File: config.mk
export PLATFORM = sky130hd
export DESIGN_NAME = matrix3_inverse_adjugate_flat
export DESIGN_NICKNAME = d
export VERILOG_FILES = /design/src/hdl/m3inv_pkg.sv /design/src/hdl/m3inv_if.sv /design/src/hdl/matrix3_inverse_adjugate.sv /design/src/hdl/m3inv_divider.sv /design/src/flat_wrapper.sv
export VERILOG_INCLUDE_DIRS = /design/src /design/src/hdl
export SDC_FILE = /design/constraint.sdc
export NUM_CORES = 2
export LEC_CHECK = 0
export ABC_AREA = 1
export BUFFER_PORTS_ARGS = -buffer_cell sky130_fd_sc_hd__buf_2
export CAP_MARGIN = 20
export CORE_MARGIN = 5
export CORE_UTILIZATION = 35
export DETAILED_ROUTE_END_ITERATION = 10
export PLACE_DENSITY = 0.55
export SLEW_MARGIN = 20
export SYNTH_ARGS = -nofsm -noshare
export SYNTH_HDL_FRONTEND = slang
export SYNTH_SLANG_ARGS = --single-unit
File: constraint.sdc
create_clock -name clk -period 15.2 [get_ports clk]
set_clock_uncertainty 0.2 [all_clocks]
set_input_delay 4.56 -clock clk [delete_from_list [all_inputs] [get_ports clk]]
set_output_delay 4.56 -clock clk [all_outputs]
set_load 0.01 [all_outputs]
File: src/hdl/matrix3_inverse_adjugate_defines.svh
// assertion macros for the 3x3 adjugate inverse block
// no dependencies
`ifndef MATRIX3_INVERSE_ADJUGATE_DEFINES_SVH
`define MATRIX3_INVERSE_ADJUGATE_DEFINES_SVH

// implication checked every clock outside reset
`define M3I_ASSERT_IMP(label, ante, cons, msg) \
  label: assert property (@(posedge clk) disable iff (rst) (ante) |-> (cons)) else $error(msg);

// next-cycle implication checked outside reset
`define M3I_ASSERT_NXT(label, ante, cons, msg) \
  label: assert property (@(posedge clk) disable iff (rst) (ante) |=> (cons)) else $error(msg);

`endif

File: src/hdl/m3inv_pkg.sv
// package for the 3x3 adjugate inverse block: types, widths, codes
// no dependencies
package m3inv_pkg;

  localparam int Dim = 3;
  localparam int ElemW = 16;
  localparam int AdjW = 33;
  localparam int InvW = 32;
  localparam int DetW = 51;
  localparam int ProdW = 2 * ElemW;
  localparam int DivW = AdjW + 24;   // magnitude of dividend width
  localparam int MagW = DetW;        // magnitude of divisor width

  localparam logic ActLoad = 1'b0;
  localparam logic ActCompute = 1'b1;

  typedef enum logic [2:0] {
    ST_IDLE,
    ST_MUL,
    ST_DET,
    ST_START,
    ST_DIV,
    ST_OUT
  } state_t;

  typedef struct packed {
    logic            start;
    logic [DivW-1:0] dividend;
    logic [MagW-1:0] divisor;
  } div_req_t;

  typedef struct packed {
    logic            busy;
    logic            done;
    logic [DivW-1:0] quotient;
  } div_stat_t;

endpackage

File: src/hdl/m3inv_if.sv
// valid/ready channel interfaces for input and result transactions
// depends on m3inv_pkg
interface m3inv_in_if (input logic clk);
  import m3inv_pkg::*;
  logic valid;
  logic ready;
  logic action;
  logic [1:0] row_index;
  logic [1:0] col_index;
  logic signed [15:0] element_value;
  modport source (output valid, action, row_index, col_index, element_value, input ready);
  modport sink (input valid, action, row_index, col_index, element_value, output ready);
endinterface

interface m3inv_out_if (input logic clk);
  import m3inv_pkg::*;
  logic valid;
  logic ready;
  logic [1:0] out_row;
  logic [1:0] out_col;
  logic signed [32:0] adjugate_entry;
  logic signed [31:0] inverse_entry;
  logic signed [50:0] determinant;
  logic singular;
  logic last_entry;
  modport source (output valid, out_row, out_col, adjugate_entry, inverse_entry,
                  determinant, singular, last_entry, input ready);
  modport sink (input valid, out_row, out_col, adjugate_entry, inverse_entry,
                determinant, singular, last_entry, output ready);
endinterface

File: src/hdl/matrix3_inverse_adjugate.sv
// Channel  Dir  Payload
// in       sink action, row_index, col_index, element_value
// out      src  out_row, out_col, adjugate_entry, inverse_entry, determinant, ...
// a load writes one element while idle; a compute runs the cofactor multiplies and
// the determinant sum, then per entry a divider start, the divide and an output;
// a singular matrix does not wait for the divide and outputs zero inverse entries
// the divider gives one quotient bit a cycle; one multiplier is shared
// reset clears the sequencer and the divider's busy, done and count; the matrix store is undefined until written
// a stalled output holds the sequencer in the output state
module matrix3_inverse_adjugate (
  input logic clk,
  input logic rst,
  m3inv_in_if.sink   in_ch,
  m3inv_out_if.source out_ch
);
  import m3inv_pkg::*;
  `include "matrix3_inverse_adjugate_defines.svh"

  logic signed [ElemW-1:0] mat [Dim*Dim];
  logic signed [AdjW-1:0]  cof [Dim*Dim];
  logic signed [ProdW-1:0] prod_a;
  logic signed [DetW-1:0]  det;
  logic [4:0] step;
  logic [3:0] ent;
  logic [1:0] orow, ocol;
  state_t state, state_next;
  div_req_t req;
  div_stat_t dstat;
  logic signed [ElemW-1:0] ma;
  logic signed [AdjW-1:0] mb;
  logic signed [ElemW+AdjW-1:0] prod;
  logic [3:0] pp, pq;
  logic [1:0] r1, r2, c1, c2;
  logic signed [AdjW-1:0] cur_adj;
  logic [AdjW-1:0] adj_mag;
  logic [DetW-1:0] det_mag;
  logic neg;
  logic [InvW-1:0] inv_val;
  logic signed [InvW-1:0] inv_reg;

  function automatic logic [1:0] inc3(input logic [1:0] v, input logic [1:0] a);
    logic [2:0] s;
    s = {1'b0, v} + {1'b0, a};
    return (s >= 3'd3) ? 2'(s - 3'd3) : s[1:0];
  endfunction

  // cofactor k = p*3+q; step bit0 picks which product
  always_comb begin
    pp = (step[4:1] >= 4'd6) ? 4'd2 : ((step[4:1] >= 4'd3) ? 4'd1 : 4'd0);
    pq = step[4:1] - pp * 4'd3;
    r1 = inc3(pp[1:0], 2'd1);
    r2 = inc3(pp[1:0], 2'd2);
    c1 = inc3(pq[1:0], 2'd1);
    c2 = inc3(pq[1:0], 2'd2);
    if (!step[0]) begin
      ma = mat[4'(r1) * 4'd3 + 4'(c1)];
      mb = AdjW'(mat[4'(r2) * 4'd3 + 4'(c2)]);
    end else begin
      ma = mat[4'(r1) * 4'd3 + 4'(c2)];
      mb = AdjW'(mat[4'(r2) * 4'd3 + 4'(c1)]);
    end
    if (state == ST_DET) begin
      ma = mat[4'(step[1:0])];
      mb = cof[4'(step[1:0])];
    end
    prod = ma * mb;
  end

  // adjugate entry (r,c) = cofactor (c,r)
  assign cur_adj = cof[4'(ocol) * 4'd3 + 4'(orow)];
  assign adj_mag = cur_adj[AdjW-1] ? AdjW'(-cur_adj) : AdjW'(cur_adj);
  assign det_mag = det[DetW-1] ? DetW'(-det) : DetW'(det);
  assign neg = cur_adj[AdjW-1] ^ det[DetW-1];

  // saturate quotient
  always_comb begin
    if (neg) begin
      if (dstat.quotient >= DivW'(64'h80000000)) inv_val = 32'h80000000;
      else inv_val = InvW'(-dstat.quotient);
    end else begin
      if (dstat.quotient > DivW'(64'h7FFFFFFF)) inv_val = 32'h7FFFFFFF;
      else inv_val = dstat.quotient[InvW-1:0];
    end
  end

  always_comb begin
    req.start = 1'b0;
    req.dividend = {adj_mag, 24'd0};
    req.divisor = det_mag;
    state_next = state;
    case (state)
      ST_IDLE: if (in_ch.valid && in_ch.action == ActCompute) state_next = ST_MUL;
      ST_MUL:  if (step == 5'd17) state_next = ST_DET;
      ST_DET:  if (step == 5'd3) state_next = ST_START;
      ST_START: begin
        req.start = 1'b1;
        state_next = ST_DIV;
      end
      ST_DIV: begin
        if (det == '0) state_next = ST_OUT;
        else if (dstat.done) state_next = ST_OUT;
      end
      ST_OUT: if (out_ch.ready) begin
        if (ent == 4'd8) state_next = ST_IDLE;
        else state_next = ST_START;
      end
      default: state_next = ST_IDLE;
    endcase
  end

  always_ff @(posedge clk) begin
    if (rst) state <= ST_IDLE;
    else state <= state_next;
  end

  // load store and sequence the shared multiplier
  always_ff @(posedge clk) begin
    if (state == ST_IDLE && in_ch.valid && in_ch.action == ActLoad &&
        in_ch.row_index != 2'd3 && in_ch.col_index != 2'd3)
      mat[4'(in_ch.row_index) * 4'd3 + 4'(in_ch.col_index)] <= in_ch.element_value;
    case (state)
      ST_IDLE: begin
        step <= '0;
        ent <= '0;
        orow <= '0;
        ocol <= '0;
        det <= '0;
      end
      ST_MUL: begin
        if (!step[0]) prod_a <= ProdW'(prod);
        else cof[step[4:1]] <= AdjW'(prod_a) - AdjW'(prod);
        step <= (step == 5'd17) ? 5'd0 : step + 5'd1;
      end
      ST_DET: begin
        if (step != 5'd3) begin
          det <= det + DetW'(prod);
        end
        step <= step + 5'd1;
      end
      ST_DIV: if (det == '0) inv_reg <= '0;
              else if (dstat.done) inv_reg <= inv_val;
      ST_OUT: if (out_ch.ready) begin
        ent <= ent + 4'd1;
        if (ocol == 2'd2) begin
          ocol <= '0;
          orow <= orow + 2'd1;
        end else ocol <= ocol + 2'd1;
      end
      default: ;
    endcase
  end

  m3inv_divider u_div (.clk(clk), .rst(rst), .req(req), .stat(dstat));

  assign in_ch.ready = (state == ST_IDLE);
  assign out_ch.valid = (state == ST_OUT);
  assign out_ch.out_row = orow;
  assign out_ch.out_col = ocol;
  assign out_ch.adjugate_entry = cur_adj;
  assign out_ch.inverse_entry = inv_reg;
  assign out_ch.determinant = det;
  assign out_ch.singular = (det == '0);
  assign out_ch.last_entry = (ent == 4'd8);

  `M3I_ASSERT_IMP(a_rdy_out, out_ch.valid, !in_ch.ready, "input ready during output")
  `M3I_ASSERT_IMP(a_last_pos, out_ch.last_entry && out_ch.valid,
                  orow == 2'd2 && ocol == 2'd2, "last marker misplaced")
  `M3I_ASSERT_NXT(a_div_start, req.start, dstat.busy, "divider did not start")
endmodule

File: src/hdl/m3inv_divider.sv
// restoring divider, one quotient bit per cycle, unsigned magnitudes
// depends on m3inv_pkg
module m3inv_divider (
  input  logic                  clk,
  input  logic                  rst,
  input  m3inv_pkg::div_req_t   req,
  output m3inv_pkg::div_stat_t  stat
);
  import m3inv_pkg::*;

  logic [DivW-1:0] quo;
  logic [MagW:0]   rem;
  logic [MagW-1:0] dvs;
  logic [5:0]      cnt;
  logic            busy;
  logic            done;
  logic [MagW:0]   trial;
  logic [MagW+1:0] shifted;

  // shift in the next dividend bit and try a subtract
  always_comb begin
    shifted = {rem, quo[DivW-1]};
    trial = shifted[MagW:0] - {1'b0, dvs};
  end

  always_ff @(posedge clk) begin
    if (rst) begin
      busy <= 1'b0;
      done <= 1'b0;
      cnt <= '0;
    end else begin
      done <= 1'b0;
      if (req.start) begin
        busy <= 1'b1;
        cnt <= 6'(DivW);
        quo <= req.dividend;
        rem <= '0;
        dvs <= req.divisor;
      end else if (busy) begin
        if (shifted[MagW:0] >= {1'b0, dvs}) begin
          rem <= trial;
          quo <= {quo[DivW-2:0], 1'b1};
        end else begin
          rem <= shifted[MagW:0];
          quo <= {quo[DivW-2:0], 1'b0};
        end
        cnt <= cnt - 6'd1;
        if (cnt == 6'd1) begin
          busy <= 1'b0;
          done <= 1'b1;
        end
      end
    end
  end

  assign stat.busy = busy;
  assign stat.done = done;
  assign stat.quotient = quo;
endmodule
File: src/flat_wrapper.sv
// flat-port wrapper written by rule: the top's interface ports become plain ports
module matrix3_inverse_adjugate_flat import m3inv_pkg::*;
  (clk, rst, in_ch_valid, in_ch_action, in_ch_row_index, in_ch_col_index, in_ch_element_value, in_ch_ready, out_ch_valid, out_ch_out_row, out_ch_out_col, out_ch_adjugate_entry, out_ch_inverse_entry, out_ch_determinant, out_ch_singular, out_ch_last_entry, out_ch_ready);
  m3inv_in_if in_ch_i (.clk(clk));
  m3inv_out_if out_ch_i (.clk(clk));
  input logic clk;
  input logic rst;
  input wire logic [$bits(in_ch_i.valid)-1:0] in_ch_valid;
  input wire logic [$bits(in_ch_i.action)-1:0] in_ch_action;
  input wire logic [$bits(in_ch_i.row_index)-1:0] in_ch_row_index;
  input wire logic [$bits(in_ch_i.col_index)-1:0] in_ch_col_index;
  input wire logic [$bits(in_ch_i.element_value)-1:0] in_ch_element_value;
  output wire logic [$bits(in_ch_i.ready)-1:0] in_ch_ready;
  output wire logic [$bits(out_ch_i.valid)-1:0] out_ch_valid;
  output wire logic [$bits(out_ch_i.out_row)-1:0] out_ch_out_row;
  output wire logic [$bits(out_ch_i.out_col)-1:0] out_ch_out_col;
  output wire logic [$bits(out_ch_i.adjugate_entry)-1:0] out_ch_adjugate_entry;
  output wire logic [$bits(out_ch_i.inverse_entry)-1:0] out_ch_inverse_entry;
  output wire logic [$bits(out_ch_i.determinant)-1:0] out_ch_determinant;
  output wire logic [$bits(out_ch_i.singular)-1:0] out_ch_singular;
  output wire logic [$bits(out_ch_i.last_entry)-1:0] out_ch_last_entry;
  input wire logic [$bits(out_ch_i.ready)-1:0] out_ch_ready;
  assign in_ch_i.valid = in_ch_valid;
  assign in_ch_i.action = in_ch_action;
  assign in_ch_i.row_index = in_ch_row_index;
  assign in_ch_i.col_index = in_ch_col_index;
  assign in_ch_i.element_value = in_ch_element_value;
  assign in_ch_ready = in_ch_i.ready;
  assign out_ch_valid = out_ch_i.valid;
  assign out_ch_out_row = out_ch_i.out_row;
  assign out_ch_out_col = out_ch_i.out_col;
  assign out_ch_adjugate_entry = out_ch_i.adjugate_entry;
  assign out_ch_inverse_entry = out_ch_i.inverse_entry;
  assign out_ch_determinant = out_ch_i.determinant;
  assign out_ch_singular = out_ch_i.singular;
  assign out_ch_last_entry = out_ch_i.last_entry;
  assign out_ch_i.ready = out_ch_ready;
  matrix3_inverse_adjugate u_core (.clk(clk), .rst(rst), .in_ch(in_ch_i), .out_ch(out_ch_i));
endmodule
==> flow_metrics.py <==
metrics = {
    "critical_path": {
        "crit_fanout": 34,
        "cp_data_required_time_ns": 15.43,
        "slowest_stage": "fa_1",
        "cp.arrival_ns": 14.38,
        "cpMostUsedCell": "inv_1",
        "reg2regPathDepth": 54,
        "worst_setup_path_end_kind": "flip-flop",
        "max_stage_delay_ns": 0.56,
        "worstSetupPathType": "flip-flop to flip-flop",
        "start_kind": "flip-flop",
    },
    "clock_network": {
        "cts.sinks": 741,
        "post_cts_buffers": 0,
        "ctsRootBufferMaster": "clkbuf_16",
        "cts.path.max_buffers": 3,
        "clk_pin_slew_worst_paths_ns": 0.06,
        "clk_latency_ns": 0.72,
        "htree_levels": 3,
        "cts_tree": "built",
        "cts-buffers-inserted": 86,
    },
    "finish": {
        "final-seq-area_um2": 22100,
        "final_common_cell": "nand2_1",
        "final_cell_mix": "nand2_1 (1449), inv_1 (1224), nor2_1 (814), edfxtp_1 (728), a21oi_1 (568)",
        "fillers": 18903,
        "multi_input_area_um2": 37100,
        "syn_to_final_growth_pct": 10.3,
        "layout-drive-gt1-share": 0.0722,
        "utilization": 0.388,
        "fin_cells": 10491,
        "final_net_count": 8758,
    },
    "place": {
        "dp_cells": 10331,
        "gp_congestion": 0.950,
        "io_buffers": 148,
        "dp_hpwl_mm": 165,
    },
    "global_route": {
        "antenna_found_initial": 3,
        "grt_pass1_vias": 55727,
        "overflow": 0,
        "grtUsageTotal": 0.228,
        "grt_max_degree": 105,
        "grt_pass1_wl_mm": 342,
    },
    "sta": {
        "drv_slew": 0,
        "period_needed_ns": 14.15,
        "finalCritPeriodShare": 0.931,
        "tns_ns": 0,
        "hold_violations": 0,
        "fmax_mhz": 70.7,
        "rsz0062_at_grt": "false",
        "holdWs_ns": 0.312,
        "worst_slew_pin_slew_ns": 1.17,
        "slew_headroom": 0.220,
        "finalSetupViolCount": 0,
    },
    "synthesis": {
        "syn_inst": 7878,
        "netlist_area_um2": 65200,
        "ys.flop_type": "edfxtp_1",
        "synth_seq_cells": 741,
        "synth.distinct_cells": 63,
        "ys.warnings.count": 0,
        "syn-num-nets": 8696,
        "synth-edff-count": 728,
        "synth-seq-area-share": 0.339,
        "synthArstFlopShare": 0,
        "synth.avg_cell_area_um2": 8.27,
    },
    "floorplan": {
        "core_area_um2": 185000,
        "die-area_um2": 195000,
        "dieHeight_um": 442,
        "die_w_um": 442,
        "rows": 158,
        "ios": 149,
        "start_util": 0.352,
    },
    "routing": {
        "drt-pass1-iter-count": 6,
        "wire_per_inst_um": 21.3,
        "drcViolationCount": 0,
        "viasPerCell": 5.34,
        "drt-total-wl_mm": 223,
        "num_vias": 55973,
        "drtAntennaViolNets": 0,
        "drtIter0Drc": 5059,
    },
    "worst_hold_path": {
        "worstHoldPathType": "flip-flop to flip-flop",
        "holdPathStages": 2,
    },
    "job": {
        "max_cap_viol_count": 0,
    },
    "status": {
        "status": "finished, final reports clean",
    },
}
registers in the layout (all words and copies together), names as in the netlist, named ones only:
signal                       flops
u_core.cof                     297
u_core.ent                       4
u_core.mat                     144
u_core.out_ch.determinant       51
u_core.out_ch.inverse_entry     32
u_core.out_ch.out_col            2
u_core.out_ch.out_row            2
u_core.prod_a                   32
u_core.state                     3
u_core.step                      5
u_core.u_div.busy                1
u_core.u_div.cnt                 6
u_core.u_div.done                1
u_core.u_div.dvs                51
u_core.u_div.quo                57
u_core.u_div.rem                51
path summary, 6_finish.rpt:
check	startpoint	slack (ns)	end
worst min register to register	u_core.u_div.cnt[5]	0.31	u_core.u_div.cnt[5]
worst max register to register	u_core.step[2]	1.05	u_core.cof[8][29]
worst max-delay path	u_core.step[2]	1.05	u_core.cof[8][29]
worst min-delay path	u_core.u_div.cnt[5]	0.31	u_core.u_div.cnt[5]
critical path, delay by kind of cell (launching register included):
family / cells / cell delay (ns)
AOI/OAI and AO/OA: 7 / 1.27
adders and majority gates: 13 / 5.44
DFF: 1 / 0.54
buffers and inverters: 12 / 2.13
and+or+nand+nor: 18 / 2.96
xor gates and xnor gates: 4 / 1.28
cell type report:
class,instances,area share
tap,2480,0.0432
sequential,741,0.308
antenna,3,0.000104
multi-input combinational,5546,0.517
clock inverter,58,0.00911
timing repair buffer,292,0.0256
clock buffer,98,0.0306
inverter,1273,0.0666
cell usage after synthesis, types with 20 or more instances:
cell type / count / area [um^2]
or2_2: 40 / 250
nor3_1: 70 / 350
fa_1: 512 / 10200
a21o_1: 30 / 225
nand3_1: 463 / 2320
buf_2: 88 / 440
xor2_1: 124 / 1090
edfxtp_1: 728 / 21900
nand2_1: 1450 / 5440
nor2_1: 821 / 3080
o21bai_1: 30 / 225
o21a_1: 43 / 323
nand4_1: 68 / 425
clkbuf_1: 202 / 758
a21boi_0: 20 / 150
inv_1: 1225 / 4600
inv_2: 38 / 143
a21oi_1: 569 / 2850
nor4_1: 31 / 194
a31oi_1: 40 / 250
xnor2_1: 75 / 657
o21ai_0: 571 / 2860
ha_1: 281 / 3520
o211ai_1: 171 / 1280
per-stage QoR:
| stage | setup WS [ns] | instance area (um^2) |
|---|---|---|
| floorplan | 2.10 | 65200 |
| global placement | 0.695 | 69000 |
| detailed placement | 0.443 | 69000 |
| CTS | 0.346 | 71800 |
| global route | 0.110 | 71900 |
| finish | 1.05 | 71900 |
routing by layer:
layer / share of wire / wire, um / vias up / global-route usage
li1: - / - / 26057 / -
met4: 0.043 / 9620 / 0 / 0.0852
met1: 0.42 / 94900 / 27218 / 0.306
met3: 0.075 / 16700 / 467 / 0.0346
met5: 0 / 0 / - / 0
met2: 0.46 / 102000 / 2231 / 0.371
kinds of logic (layout without fill, tap and decap cells):
| logic type | count (synthesis) | in the layout | share of synthesized area |
|---|---|---|---|
| simple gates | 2989 | 2989 | 0.190 |
| buf+inv | 1591 | 1721 | 0.0946 |
| compound gates | 1561 | 1561 | 0.137 |
| fa+ha+maj | 793 | 793 | 0.211 |
| flops | 741 | 741 | 0.339 |
| xor+xnor | 202 | 202 | 0.0277 |
| mux | 1 | 1 | 0.000154 |
| other cells | 0 | 3 | 0 |
what timing repair did:
action | 4_1_cts | 5_1_grt
setup endpoints to repair | 0 | 125
endpoints found under the hold margin | 0 | 0
resized for setup | 0 | 5
hold buffers | 0 | 0
Power is not shown: default switching activity piles up to over one toggle a cycle in this logic, so the estimate is an artifact.
